<file path="config.mk">
export PLATFORM = sky130hd
export DESIGN_NAME = emht_slot_table
export DESIGN_NICKNAME = d
export VERILOG_FILES = /design/src/hdl/emht_pkg.sv /design/src/hdl/emht_slot_table.sv
export SDC_FILE = /design/constraint.sdc
export NUM_CORES = 1
export LEC_CHECK = 0
export BUFFER_PORTS_ARGS = -buffer_cell sky130_fd_sc_hd__clkbuf_2
export CORE_ASPECT_RATIO = 0.8
export CORE_MARGIN = 2
export CORE_UTILIZATION = 49
export DETAILED_ROUTE_END_ITERATION = 7
export PLACE_DENSITY = 0.66
export SYNTH_ARGS = -nofsm -noshare
export SYNTH_HDL_FRONTEND = slang
export SYNTH_SLANG_ARGS = --single-unit
export TNS_END_PERCENT = 50
</file>
<file path="constraint.sdc">
create_clock -name clk -period 8.4 [get_ports clk]
set_input_delay 1.68 -clock clk [delete_from_list [all_inputs] [get_ports clk]]
set_output_delay 1.68 -clock clk [all_outputs]
set_load 0.01 [all_outputs]
</file>
<file path="src/hdl/emht_pkg.sv">
package emht_pkg;

  localparam int TRACK_SLOTS_DEF = 16;
  localparam int EMBED_LEN_DEF   = 512;
  localparam int RUN_LENGTH_DEF  = 3;

  localparam int SLOT_BITS = 4;
  localparam int GEN_W     = 32;
  localparam int ELEM_W    = 16;
  localparam int THR_W     = 17;
  localparam int SCORE_W   = 17;
  localparam int PROD_W    = 32;

  localparam longint ONE_Q30 = 64'sd1073741824;

  typedef enum logic [1:0] {
    CMD_LOAD    = 2'd0,
    CMD_OBSERVE = 2'd1,
    CMD_EXPIRE  = 2'd2,
    CMD_CLEAR   = 2'd3
  } cmd_t;

  localparam logic KIND_ASSIGN  = 1'b0;
  localparam logic KIND_OBSERVE = 1'b1;

  typedef struct packed {
    cmd_t                        cmd;
    logic [SLOT_BITS-1:0]        slot;
    logic                        slot_ok;
    logic                        match;
    logic                        last;
    logic signed [THR_W-1:0]     thr;
    logic                        known;
  } item_ctl_t;

endpackage

</file>
<file path="src/hdl/emht_slot_table.sv">
module emht_slot_table #(
  parameter int TRACK_SLOTS = emht_pkg::TRACK_SLOTS_DEF,
  parameter int RUN_LENGTH  = emht_pkg::RUN_LENGTH_DEF,
  parameter int ACC_W       = 43
) (
  input  logic                                  clk,
  input  logic                                  rst,
  input  logic                                  en,
  input  logic                                  in_valid,
  input  emht_pkg::item_ctl_t                   in_ctl,
  input  logic signed [ACC_W-1:0]               in_sum,
  output logic                                  res_valid,
  output logic                                  res_accepted,
  output logic signed [emht_pkg::SCORE_W-1:0]   res_score,
  output logic                                  res_visible,
  output logic                                  res_kind
);

  localparam int SLOT_W = (TRACK_SLOTS > 1) ? $clog2(TRACK_SLOTS) : 1;
  localparam int RUN_W  = $clog2(RUN_LENGTH + 1);
  localparam logic [RUN_W-1:0] RUN_MAX = RUN_W'(RUN_LENGTH);
  localparam logic signed [ACC_W-1:0] POS_ONE = ACC_W'(emht_pkg::ONE_Q30);
  localparam logic signed [ACC_W-1:0] NEG_ONE = -POS_ONE;

  logic                                 occupied   [TRACK_SLOTS];
  logic                                 vis        [TRACK_SLOTS];
  logic [RUN_W-1:0]                     high_run   [TRACK_SLOTS];
  logic [RUN_W-1:0]                     low_run    [TRACK_SLOTS];
  logic signed [emht_pkg::THR_W-1:0]    slot_thr   [TRACK_SLOTS];

  logic [SLOT_W-1:0]          idx;
  logic signed [ACC_W-1:0]    clamp_wide;
  logic signed [31:0]         clamped;
  logic signed [31:0]         thr_q30;
  logic                       ge;
  logic                       cur_vis;
  logic                       load_ok;
  logic                       obs_ok;
  logic [RUN_W-1:0]           high_next;
  logic [RUN_W-1:0]           low_next;
  logic                       vis_obs;
  logic                       is_load;
  logic                       is_obs;

  always_comb begin
    idx = in_ctl.slot_ok ? SLOT_W'(in_ctl.slot) : '0;
    if (in_sum > POS_ONE) begin
      clamp_wide = POS_ONE;
    end else if (in_sum < NEG_ONE) begin
      clamp_wide = NEG_ONE;
    end else begin
      clamp_wide = in_sum;
    end
    clamped = clamp_wide[31:0];
    thr_q30 = {slot_thr[idx], 15'b0};
    ge      = clamped >= thr_q30;
    cur_vis = vis[idx];
    is_load = in_ctl.cmd == emht_pkg::CMD_LOAD;
    is_obs  = in_ctl.cmd == emht_pkg::CMD_OBSERVE;
    load_ok = in_ctl.slot_ok && in_ctl.match;
    obs_ok  = in_ctl.slot_ok && occupied[idx];
    if (ge) begin
      high_next = (high_run[idx] < RUN_MAX) ? high_run[idx] + 1'b1 : high_run[idx];
      low_next  = '0;
      vis_obs   = (high_next == RUN_MAX) ? 1'b1 : cur_vis;
    end else begin
      high_next = '0;
      low_next  = (low_run[idx] < RUN_MAX) ? low_run[idx] + 1'b1 : low_run[idx];
      vis_obs   = (low_next == RUN_MAX) ? 1'b0 : cur_vis;
    end
  end

  always_ff @(posedge clk) begin
    if (rst) begin
      for (int i = 0; i < TRACK_SLOTS; i++) begin
        occupied[i] <= 1'b0;
        vis[i]      <= 1'b0;
        high_run[i] <= '0;
        low_run[i]  <= '0;
      end
      res_valid <= 1'b0;
    end else if (en) begin
      res_valid <= in_valid && in_ctl.last && (is_load || is_obs);
      if (in_valid) begin
        case (in_ctl.cmd)
          emht_pkg::CMD_LOAD: begin
            if (in_ctl.last && load_ok) begin
              occupied[idx] <= 1'b1;
              vis[idx]      <= in_ctl.known;
              high_run[idx] <= '0;
              low_run[idx]  <= '0;
            end
          end
          emht_pkg::CMD_OBSERVE: begin
            if (in_ctl.last && obs_ok) begin
              vis[idx]      <= vis_obs;
              high_run[idx] <= high_next;
              low_run[idx]  <= low_next;
            end
          end
          emht_pkg::CMD_EXPIRE: begin
            if (load_ok) begin
              occupied[idx] <= 1'b0;
              vis[idx]      <= 1'b0;
              high_run[idx] <= '0;
              low_run[idx]  <= '0;
            end
          end
          emht_pkg::CMD_CLEAR: begin
            for (int i = 0; i < TRACK_SLOTS; i++) begin
              occupied[i] <= 1'b0;
              vis[i]      <= 1'b0;
              high_run[i] <= '0;
              low_run[i]  <= '0;
            end
          end
          default: begin
          end
        endcase
      end
    end
  end

  always_ff @(posedge clk) begin
    if (en && in_valid && is_load && in_ctl.last && load_ok) begin
      slot_thr[idx] <= in_ctl.thr;
    end
  end

  always_ff @(posedge clk) begin
    if (en) begin
      if (is_load) begin
        res_accepted <= load_ok;
        res_score    <= '0;
        res_visible  <= in_ctl.slot_ok && (load_ok ? in_ctl.known : cur_vis);
        res_kind     <= emht_pkg::KIND_ASSIGN;
      end else begin
        res_accepted <= obs_ok;
        res_score    <= obs_ok ? clamped[31:15] : '0;
        res_visible  <= in_ctl.slot_ok && (obs_ok ? vis_obs : cur_vis);
        res_kind     <= emht_pkg::KIND_OBSERVE;
      end
    end
  end

endmodule

</file>
# Word level (Yosys, flattened, before mapping)
# Memories as Yosys holds them, arrays and structs flattened.
# Index checks and enable logic that the tools add are counted.
# totals
register_bits	21
mem_bits_rw	368
inputBits	74
out_inout_bits	21
wordCells	238
memories	5
# classes
n_addsub	2
magnitude_cmp	5
eq_ne	5
n_mux	125
n_bitwise	72
n_reduce_logical	19
# memory_table
name	words	word_bits	rd	rd_ports_with_merged_regs	write_ports	line_no	text
slot_thr	16	17	1	0	1	emht_slot_table.sv:29	logic signed [emht_pkg::THR_W-1:0] slot_thr [TRACK_SLOTS];
high_run	16	2	1	0	16	emht_slot_table.sv:27	logic [RUN_W-1:0] high_run [TRACK_SLOTS];
low_run	16	2	1	0	16	emht_slot_table.sv:28	logic [RUN_W-1:0] low_run [TRACK_SLOTS];
occupied	16	1	1	0	16	emht_slot_table.sv:25	logic occupied [TRACK_SLOTS];
vis	16	1	1	0	16	emht_slot_table.sv:26	logic vis [TRACK_SLOTS];
# op_table
operator	n
two-way mux 2 bit	42
two-way mux 1 bit	76
bitwise OR 1 bit	71
two-way mux 32 bit	2
> comparator 43 x 32 -> 1 bit (second input constant)	1
less-than comparator 43 x 31 -> 1 bit (second input constant)	1
greater-or-equal comparator 32 bit	1
two-way mux 4 bit	5
logical AND 1 bit	12
equality test 2 bit (second input constant)	4
OR reduction 2 bit	3
adder 2 x 1 -> 2 bit (second input constant)	2
less-than comparator 2 bit (second input constant)	2
equality test 2 x 1 -> 1 bit (second input constant)	1
zero test 2 bit	1
OR reduction 1 bit	2
logical OR 1 bit	1
inverter 1 bit	1

# Logic depth before layout (Yosys ltp)
# An unclocked memory read counts as a cell.
# depth
depth_word	14
depth_mapped	18
ltp_nobuf	13

# Least setup slack after synthesis
# No wires, ideal clock.
# synth_path
path_kind	input -> register
start	input in_ctl[21] in the netlist's numbering
end	memory vis[0] (data pin)
setup_time_ns	0.275
arrival_ns	5.320
required_ns	8.125
slack_ns	2.805
stages	18
path_buffers	6
path_cell_list	buf_4 > buf_6 > o21ai_2 > clkbuf_1 > clkbuf_1 > clkbuf_1 > a22oi_1 > a21oi_1 > nor3_1 > ha_1 > and4_1 > and3_1 > a221o_1 > o21ai_0 > nand2_2 > o22ai_4 > buf_4 > a211oi_1
# synth_lines
element	line_no	text
start: declaration	emht_slot_table.sv:10	input emht_pkg::item_ctl_t in_ctl,
end: declaration	emht_slot_table.sv:26	

==> results.txt <==
Outcome -> finished clean
TritonCTS buffer count -> 39
Initial Util -> 0.4963
Netlist Area Pre-Place -> 0.01612 mm²
Worst reg2reg path depth -> 12
Synth top cells by count -> edfxtp_1 (388), nor2_1 (93), a22oi_1 (57)
CP top delay family -> simple AND/OR/NAND/NOR gates
CTS tree -> done
Core area -> 0.03248 mm²
Crit path launch type -> primary input
Reg2reg start -> slot_thr[0][4]
Worst setup margin -> 1.971 ns
Worst skew pair latency -> 0.54 ns
Setup Viol. Count Final -> 0
Largest net degree at the start of global routing -> 33
Achievable Freq -> 0.1556 GHz
Fin cells -> 1618
Clock transition at the registers of the reported paths -> 0.06 ns
Hold Path Class -> reg -> reg
Asr flop ratio synth -> 0
CTS max path bufs -> 3
Setup TNS -> 0 ns
Worst R2R End -> vis[5]
Leak -> 6.060 nW
Fillers -> 2546
Ranking of synthesized cells by area -> edfxtp_1 (72%), a22oi_1 (2.7%), nor2_1 (2.2%)
Max VDD drop -> 0.0001589 V
Layout cells sized above 1 -> 0.1973
1st-iter DRT viols -> 1260
Post-synth EDFFs -> 388
Critical path class -> in -> reg
Mapped Nets -> 1163
First-pass GRT wire length -> 60570 µm
Netlist cell types -> 66
Pre-CTS WS -> 1.503 ns
FF+latch count, synth -> 389
Pwr dens -> 225.2 mW/mm²
RSZ-0062 raised after global routing -> false
Routed Antenna Nets -> 0
Syn Inst Count -> 1072
Ant. Diodes -> 0
Power Total -> 4.129 mW
Hold Startpoint -> res_valid
Area grow syn2layout -> 13.74%
Htree depth -> 2
Post-CTS Setup Inserts -> 0
Number of detailed-route iterations in the first pass -> 6
Primary FF master, synth -> edfxtp_1
CP max stage cell -> nor2_4
CP Data Required Time -> 8.61 ns
Pins Over Slew Limit -> 0
Placed Cells -> 1549
Clock skew -> 0.01810 ns
# port buffers -> 94
Slew @ Worst Pin -> 1.417 ns
Crit Path Max Fanout -> 31
PostCTS Resize Cnt -> 0
DPL Wire Length -> 25250 µm
DIE AREA -> 0.03438 mm²
Crit-path cells -> clkbuf_2, nand2_1, nor2_4, buf_4, a221oi_1, o22ai_1, nor3_1, ha_1, and3_1, and3_1, a221o_1, o21ai_0, nand2_2, o22ai_4, a211oi_1
Buf/Inv on CP -> 2
Gr usage total -> 0.2366
Hold Buf Count CTS -> 0
Crit path top cell by count -> and3_1
Area of the multi-input gates -> 0.004134 mm²
Via count -> 10300
DRC -> 0
Ys Warns -> 0
Synth area leader -> edfxtp_1
Count leader, synth -> edfxtp_1
Vias per inst -> 6.363
Avg Inst Size Synth -> 15.04 µm²
R2R setup slack -> 4.13 ns
Hold path depth -> 2
Crit share post-route -> 0.7653
GPL Wtd Cong -> 0.8679
Share of the synthesized area in the top cell type -> 0.7227
Rel. slew slack -> 0.04930
Die X-Extent -> 206.8 µm
CP Capture Type -> flop
CP arrival -> 6.64 ns
Standard-cell rows -> 59
Die Y-Extent -> 166.2 µm
WP depth -> 15
FF+latch area -> 0.01167 mm²
Max Cap Viol -> 0
Worst Hold End -> res_valid
Initial antenna violation count -> 1
Avg WL per Cell -> 25.03 µm
Root Driver -> clkbuf_16
Fin crit period -> 6.429 ns
# clock sinks -> 389
Seq/Total Area, Yosys -> 0.7239
Detailed Route WL -> 40500 µm
Hold Vio Cnt, Final -> 0
I/O pin cnt -> 95
GR Overflow Total -> 0
Slowest Stage Delay on Critical Path -> 0.80 ns
Nets -> 1254
Number of global-route vias before repair -> 9870
==> sequential cells by signal, summed over array words and instances (netlist names) <==
| register | cells |
|---|---|
| slot_thr | 272 |
| high_run | 32 |
| low_run | 32 |
| res_score | 17 |
| occupied | 16 |
| vis | 16 |
| res_accepted | 1 |
| res_kind | 1 |
| res_valid | 1 |
| res_visible | 1 |
==> cells in the final DEF, fill, tap and decap left out, types with 4 or more instances in the layout <==
cell type / synthesis / layout
clkbuf_16: 0 / 40
nand2_1: 41 / 41
nand4b_1: 5 / 5
nand2b_1: 7 / 7
nand4_1: 10 / 10
clkbuf_1: 51 / 7
and4b_1: 4 / 4
nor3_1: 18 / 18
mux4_1: 7 / 7
clkinv_2: 0 / 4
nor4_1: 8 / 7
nor2b_1: 16 / 16
nor2_1: 93 / 76
a21oi_1: 36 / 36
edfxtp_1: 388 / 388
o21ai_0: 40 / 40
and2_1: 16 / 16
nand3_1: 20 / 20
ha_1: 17 / 17
a211oi_1: 18 / 18
and4_1: 6 / 6
a22o_1: 32 / 32
o22ai_1: 49 / 49
bufinv_16: 0 / 4
and3_1: 6 / 5
clkinv_1: 0 / 9
nor2_2: 10 / 26
inv_1: 6 / 6
mux4_2: 6 / 6
buf_4: 7 / 33
clkbuf_2: 1 / 94
a221oi_1: 30 / 30
a22oi_1: 57 / 57
==> how the worst max path moves through the flow <==
| stage | slack [ns] | endpoint | startpoint |
|---|---|---|---|
| after CTS | 2.05 | vis[5] | in_ctl[22] |
| final | 1.97 | vis[5] | in_ctl[22] |
| after floorplan | 2.81 | vis[0] | in_ctl[21] |
| after global routing | 1.81 | vis[7] | in_ctl[22] |
| after global placement | 1.71 | vis[0] | in_ctl[22] |
| after detailed placement | 1.50 | vis[12] | in_ctl[22] |
==> through the flow <==
| stage | instance area [µm²] | util | hold slack (ns) |
|---|---|---|---|
| final | 18340 | 0.5646 | 0.4760 |
| after global placement | 17080 | 0.5260 | 0.4629 |
| after detailed placement | 17080 | 0.5260 | 0.4689 |
| after floorplan | 16120 | - | 0.4873 |
| after CTS | 18340 | 0.5646 | 0.4799 |
| after global routing | 18340 | 0.5646 | 0.5019 |
==> area by class of cell <==
cell class              instances  share of cell area
clock buffers                  47             0.05602
clock inverters                22             0.01235
inverters                       7            0.001433
multi-input cells             599              0.2254
flip-flops and latches        389              0.6365
well taps                     427             0.02913
repair buffers                127             0.03916
==> worst register-to-register path, delay by kind of cell (launching register included) <==
family,cells,cell delay (ns)
DFF,1,0.36
and+or+nand+nor,4,1.13
AOI/OAI and AO/OA,7,2.10
adders and majority gates,1,0.36
==> cell families after synthesis <==
group,after synthesis,synth area share
adders and majority gates,17,0.01319
and+or+nand+nor,277,0.08972
DFF,389,0.7239
AOI/OAI and AO/OA,291,0.1287
muxes,14,0.02041
buffers and inverters,84,0.02406
==> power breakdown <==
part / internal (mW) / total (mW) / switching (mW) / leakage [nW]
Sequential: 2.16 / 2.17 / 0.00879 / 3.66
Combinational: 0.0778 / 0.239 / 0.161 / 1.79
Clock: 0.999 / 1.72 / 0.723 / 0.610
Total: 3.24 / 4.13 / 0.893 / 6.06
==> metal layers <==
metal / track usage / share of wire
met1: 0.3555 / 0.43
met2: 0.3500 / 0.45
met3: 0.05651 / 0.11
met4: 0.05797 / 0.020
met5: 0 / 0.00040
(Power assumes the default switching activity.)
